[config.mk]
export PLATFORM = sky130hd
export DESIGN_NAME = lzwvd_unpack
export DESIGN_NICKNAME = d
export VERILOG_FILES = /design/src/rtl/assert_macros.svh /design/src/rtl/lzwvd_pkg.sv /design/src/rtl/lzwvd_unpack.sv
export SDC_FILE = /design/constraint.sdc
export NUM_CORES = 1
export LEC_CHECK = 0
export BUFFER_PORTS_ARGS = -buffer_cell sky130_fd_sc_hd__clkbuf_2
export CAP_MARGIN = 10
export CORE_MARGIN = 2
export CORE_UTILIZATION = 60
export DETAILED_ROUTE_END_ITERATION = 8
export GPL_TIMING_DRIVEN = 1
export PLACE_DENSITY_LB_ADDON = 0.12
export SYNTH_ARGS = -nofsm -noshare
export SYNTH_HDL_FRONTEND = slang
export SYNTH_SLANG_ARGS = --single-unit
[constraint.sdc]
create_clock -name vclk -period 8.8
set_input_delay 1.76 -clock vclk [all_inputs]
set_output_delay 1.76 -clock vclk [all_outputs]
set_load 0.01 [all_outputs]
[src/rtl/assert_macros.svh]
// Assertion helpers used by the LZW decoder RTL.
`ifndef ASSERT_MACROS_SVH
`define ASSERT_MACROS_SVH

// Same-cycle implication, disabled while reset is active.
`define ASSERT_SAME(label, clk, rst_n, ante, cons) \
	label: assert property (@(posedge clk) disable iff (!rst_n) (ante) |-> (cons)) \
		else $error("assertion failed");

// Next-cycle implication, disabled while reset is active.
`define ASSERT_NEXT(label, clk, rst_n, ante, cons) \
	label: assert property (@(posedge clk) disable iff (!rst_n) (ante) |=> (cons)) \
		else $error("assertion failed");

`endif

[src/rtl/lzwvd_pkg.sv]
// ----------------------------------------------------------------------------
// LZW decoder package
// Types, codes and constants shared by the LZW variable width decoder.
// ----------------------------------------------------------------------------
package lzwvd_pkg;

	localparam int DICT_ENTRIES  = 65536;
	localparam int DICT_AW       = 16;
	localparam int MAX_CODE_BITS = 16;

	localparam logic [16:0] END_CODE   = 17'd256;
	localparam logic [16:0] FIRST_CODE = 17'd257;
	localparam logic [4:0]  MIN_WIDTH  = 5'd9;
	localparam logic [5:0]  HDR_BITS   = 6'd9;

	typedef logic [1:0] cmd_t;
	localparam cmd_t CMD_START = 2'd0;
	localparam cmd_t CMD_BYTE  = 2'd1;
	localparam cmd_t CMD_PULL  = 2'd2;

	typedef logic [2:0] status_t;
	localparam status_t STAT_OK       = 3'd0;
	localparam status_t STAT_BAD_CODE = 3'd1;
	localparam status_t STAT_OVERFLOW = 3'd2;
	localparam status_t STAT_TRUNC    = 3'd3;
	localparam status_t STAT_MISMATCH = 3'd4;
	localparam status_t STAT_REFUSED  = 3'd5;

	typedef struct packed {
		logic [7:0]  sym;
		logic [15:0] link;
	} dict_entry_t;

	typedef struct packed {
		logic [23:0] buffer;
		logic [4:0]  count;
		logic        hdr;
		logic        code_ok;
		logic [15:0] code;
	} unpack_t;

endpackage

[src/rtl/lzwvd_unpack.sv]
// ----------------------------------------------------------------------------
// LZW bit unpacker
// Appends a byte LSB first, drops the packet header and extracts one code.
// ----------------------------------------------------------------------------
module lzwvd_unpack import lzwvd_pkg::*; (
	input  logic [23:0] buffer,
	input  logic [4:0]  count,
	input  logic        hdr,
	input  logic [4:0]  width,
	input  logic [7:0]  in_byte,
	output unpack_t     res
);
	logic [31:0] acc;
	logic [5:0]  cnt;
	logic        hdr_n;
	logic [31:0] mask;

	always_comb begin
		acc   = 32'(buffer) | (32'(in_byte) << count);
		cnt   = 6'(count) + 6'd8;
		hdr_n = hdr;
		mask  = (32'd1 << width) - 32'd1;
		res.code_ok = 1'b0;
		res.code    = '0;
		if (!hdr_n && cnt >= HDR_BITS) begin
			acc   = acc >> HDR_BITS;
			cnt   = cnt - HDR_BITS;
			hdr_n = 1'b1;
		end
		if (hdr_n && cnt >= 6'(width)) begin
			res.code    = 16'(acc & mask);
			res.code_ok = 1'b1;
			acc         = acc >> width;
			cnt         = cnt - 6'(width);
		end
		res.buffer = acc[23:0];
		res.count  = cnt[4:0];
		res.hdr    = hdr_n;
	end
endmodule

-- After elaboration in Yosys (flattened, before gate mapping)
Cells that the tools add are included.
W data, S select, Z words.
- $add $sub $neg: 4
- multipliers: 0
- div/mod/pow operators: 0
- $lt $le $gt $ge: 2
- eq/ne operators: 0
- shift-type cells: 3
- multiplexer cells: 6
- bitwise logic cells: 2
- reductions and logical operators: 3
- operator list (kind ; count):
    $mux W32 ; 1
    $or A24 B32 Y32 ; 1
    $shl A8 B5 Y32 ; 1
    $shr A32 B5 Y24 ; 1
    $mux W24 ; 1
    $mux W17 ; 1
    $and A16 B16 Y16 ; 1
    $shl A1 B5 Y16 const A ; 1
    $sub A16 B1 Y16 const B ; 1
    $add A5 B4 Y6 const B ; 1
    $ge A6 B4 Y1 const B ; 1
    $ge A6 B5 Y1 ; 1
    $mux W6 ; 1
    $sub A6 B4 Y6 const B ; 1
    $mux W5 ; 1
    $sub A5 B5 Y5 ; 1
    $logic_and A1 B1 Y1 ; 2
    $logic_not A1 Y1 ; 1
    $mux W1 ; 1
- flip-flop bits (word level): 0
- bits in latches: 0
- bits in writable memories: 0
- memory bits (read-only): 0
- input bits: 43
- output and inout bits: 47
- word-level logic and storage cells: 20
- memories kept: 0

-- Depth between registers and ports, before layout
- word-level depth: 7
- mapped depth: 24
- depth with buffers taken out: 17

-- Worst setup path before layout
Ideal clock, no wire load.
- kind: in2out
- from: input count[3]
- to: output res[9] in the netlist's numbering
- arrival time: 5.922 ns
- required time: 7.040 ns
- path slack: 1.118 ns
- stages on the path: 20
- buffers on the path: 6
- cells stage by stage: clkdlybuf4s15_2 inv_2 ha_1 clkbuf_1 nor4bb_1 a211o_2 clkbuf_8 buf_2 clkbuf_1 nand2_1 o21ai_0 inv_1 fa_1 nand2b_1 a21oi_1 o22ai_1 o21ai_0 nand2_1 clkbuf_1 a2111oi_0
- RTL lines (item ; line ; text):
    from (decl) ; lzwvd_unpack.sv:7 ; input logic [4:0] count,
    to (decl) ; lzwvd_unpack.sv:11 ; output unpack_t res

==> impl_metrics.json <==
{
  "finalSetupTns_ns": 0,
  "grt_max_degree": 41,
  "synth_top_area_share_pct": 5.87,
  "synth_warnings": 0,
  "syn2layout_area_growth_pct": 5.81,
  "syn_nets": 693,
  "combPwrFrac_pct": 100.0,
  "fin_crit_ns": 8.38,
  "vias": 6348,
  "grt_antenna_before_repair": 0,
  "drive_above_1_share_pct": 22.9,
  "cp-startpoint": "count[1]",
  "dpl_worst_slack_ns": 0.645,
  "period_share_pct": 95.2,
  "fin_total_pwr_mw": 0.462,
  "hold_path.class": "primary input to primary output",
  "p_sw_share_pct": 63.4,
  "placed_area_um2": 4870,
  "dr.pass1.iters": 7,
  "path_max_fanout": 21,
  "tightest_slew_ns": 0.961,
  "rsz0062_at_grt": "false",
  "dpl.hpwl_um": 14700,
  "syn_inst": 638,
  "hold_viol": 0,
  "fin_ws_ns": 0.419,
  "final-setup-viol-count": 0,
  "port-buffer-count": 90,
  "synth_cell_types": 87,
  "drt_first_iter_violations": 1191,
  "antennaDiodeCount": 0,
  "vias_per_cell": 8.14,
  "pwr-share-seq_pct": 0,
  "ioPinCount": 90,
  "row_count": 31,
  "critPathRequiredTime_ns": 7.04,
  "grt_pass1_vias": 5539,
  "die_height_um": 91.6,
  "wirelength_um": 19900,
  "start_util_pct": 62.8,
  "seq_area_frac_synth_pct": 0,
  "grt_usage_pct": 45.1,
  "seq_cell_count": 0,
  "crit_path_start_kind": "primary input",
  "switching_power_mw": 0.293,
  "ir_drop_uv": 72.1,
  "core_area_um2": 7330,
  "syn_area_um2": 4610,
  "finalMaxSlewViolations": 0,
  "fin_cells": 780,
  "hold_slack_ns": 4.08,
  "crit_type": "primary input to primary output",
  "register_area_um2": 0,
  "overflow": 0,
  "clock.fmax_ghz": 0.119,
  "route.detailed.drc": 0,
  "design_area_um2": 4870,
  "placedCellCount": 779,
  "dieArea_um2": 8400,
  "leakage_nw": 1.95,
  "num-nets-final": 738,
  "maxCapViolCount": 0,
  "netlist_top_cells_area": "mux2i_1 5.9%, mux4_1 4.6%, nor2_1 4.4%",
  "status": "complete, no violations",
  "nFillCells": 689,
  "crit_end": "res[38]",
  "worst_ep_arrival_time_ns": 6.62,
  "clkPwrFrac_pct": 0,
  "dieWidth_um": 91.6,
  "grt_pass1_wl_um": 30700,
  "syn_area_per_cell_um2": 7.22,
  "relSlewSlack_pct": 35.1,
  "fin_util_pct": 66.5,
  "cts_setup_buffers": 0,
  "ant_nets": 0,
  "cellPowerDensity_nw_per_um2": 94.8,
  "p_int_mw": 0.169,
  "cts-resized-gates": 0,
  "place.gp.congestion": 1.12,
  "critPathCaptureType": "primary output",
  "wire_per_inst_um": 25.5,
  "yosysTopAreaCell": "mux2i_1",
  "clockBufferCount": 0,
  "postCtsHoldBufs": 0
}
[per-layer routing]
layer,vias to the layer above,global-route usage (%),part of all wire (%)
met1,2835,61.3,36
met4,0,25.8,7.8
met2,702,67.8,41
met3,157,6.57,15
met5,-,0,0
li1,2654,-,-
[cell usage after synthesis, types with 14 or more instances]
| library cell | count |
|---|---|
| mux2i_1 | 27 |
| mux2_2 | 16 |
| nor2_1 | 54 |
| nor3_1 | 32 |
| nand3_1 | 22 |
| o211ai_1 | 22 |
| inv_1 | 14 |
| a21oi_1 | 38 |
| a22oi_1 | 14 |
| o21ai_0 | 31 |
| o22ai_1 | 14 |
| nand2_1 | 51 |
| clkbuf_1 | 33 |
[cell type report]
cell class,count,area (µm²),area share (%)
inverter,20,75.1,1.54
multi-input combinational,555,4110,84.3
tap,99,124,2.54
timing repair buffer,106,568,11.7
[logic make-up (layout without fill, tap and decap cells)]
family,Yosys count,after routing,share of synthesized area [%]
AOI/OAI and AO/OA,256,256,41.3
adders and majority gates,12,12,3.42
muxes,62,62,19.2
and+or+nand+nor,216,216,23.2
xor gates and xnor gates,9,9,1.71
buffers and inverters,83,126,11.1
[critical path: stages]
cell and delay (ns):
clkbuf_2 0.36, clkinv_1 0.43, ha_1 0.33, nor4bb_1 0.69, a211o_2 0.24, nand2_1 0.05, o21ai_0 0.15, inv_1 0.10
fa_1 0.43, nand2b_1 0.16, a21oi_1 0.20, o22ai_1 0.11, o21ai_0 0.16, nand2_1 0.12, inv_1 0.42, buf_4 0.30
nor2_1 0.07, a31o_2 0.23, a31oi_1 0.13, clkbuf_2 0.15
[power by group through the flow]
stage | Combinational, mW | Clock, mW | Sequential (mW)
floorplan | 0.306 | 0 | 0
global placement | 0.433 | 0 | 0
detailed placement | 0.439 | 0 | 0
CTS | 0.441 | 0 | 0
global route | 0.485 | 0 | 0
finish | 0.462 | 0 | 0
[cells in the final DEF (no fill, tap or decap), drive strengths merged, types with 6 or more instances in the layout]
| cell type | instances |
|---|---|
| a2111oi | 7 |
| mux4 | 16 |
| xnor2 | 6 |
| inv | 18 |
| o31ai | 7 |
| mux2 | 18 |
| o21ai | 32 |
| a22oi | 15 |
| ha | 11 |
| and2 | 6 |
| mux2i | 28 |
| o22ai | 14 |
| nand2 | 51 |
| o21a | 6 |
| a31oi | 10 |
| nand2b | 7 |
| a221oi | 9 |
| or3 | 6 |
| a211oi | 13 |
| a21oi | 38 |
| nand3 | 22 |
| buf | 15 |
| nor3 | 32 |
| clkbuf | 91 |
| o211ai | 22 |
| a32oi | 12 |
| nor2 | 54 |
| and3 | 10 |
| a211o | 7 |
| o311ai | 7 |
[how the worst min path moves through the flow]
| stage | start | to | slack (ns) | cells after the start |
|---|---|---|---|---|
| floorplan | width[0] | res[18] | 3.74 | 2 |
| global placement | buffer[10] | res[10] | 4.07 | 4 |
| detailed placement | buffer[23] | res[46] | 4.07 | 5 |
| CTS | buffer[23] | res[46] | 4.07 | 5 |
| global route | buffer[10] | res[10] | 4.11 | 4 |
| finish | buffer[10] | res[10] | 4.08 | 4 |
No activity file was read; power rests on OpenSTA's default activity.
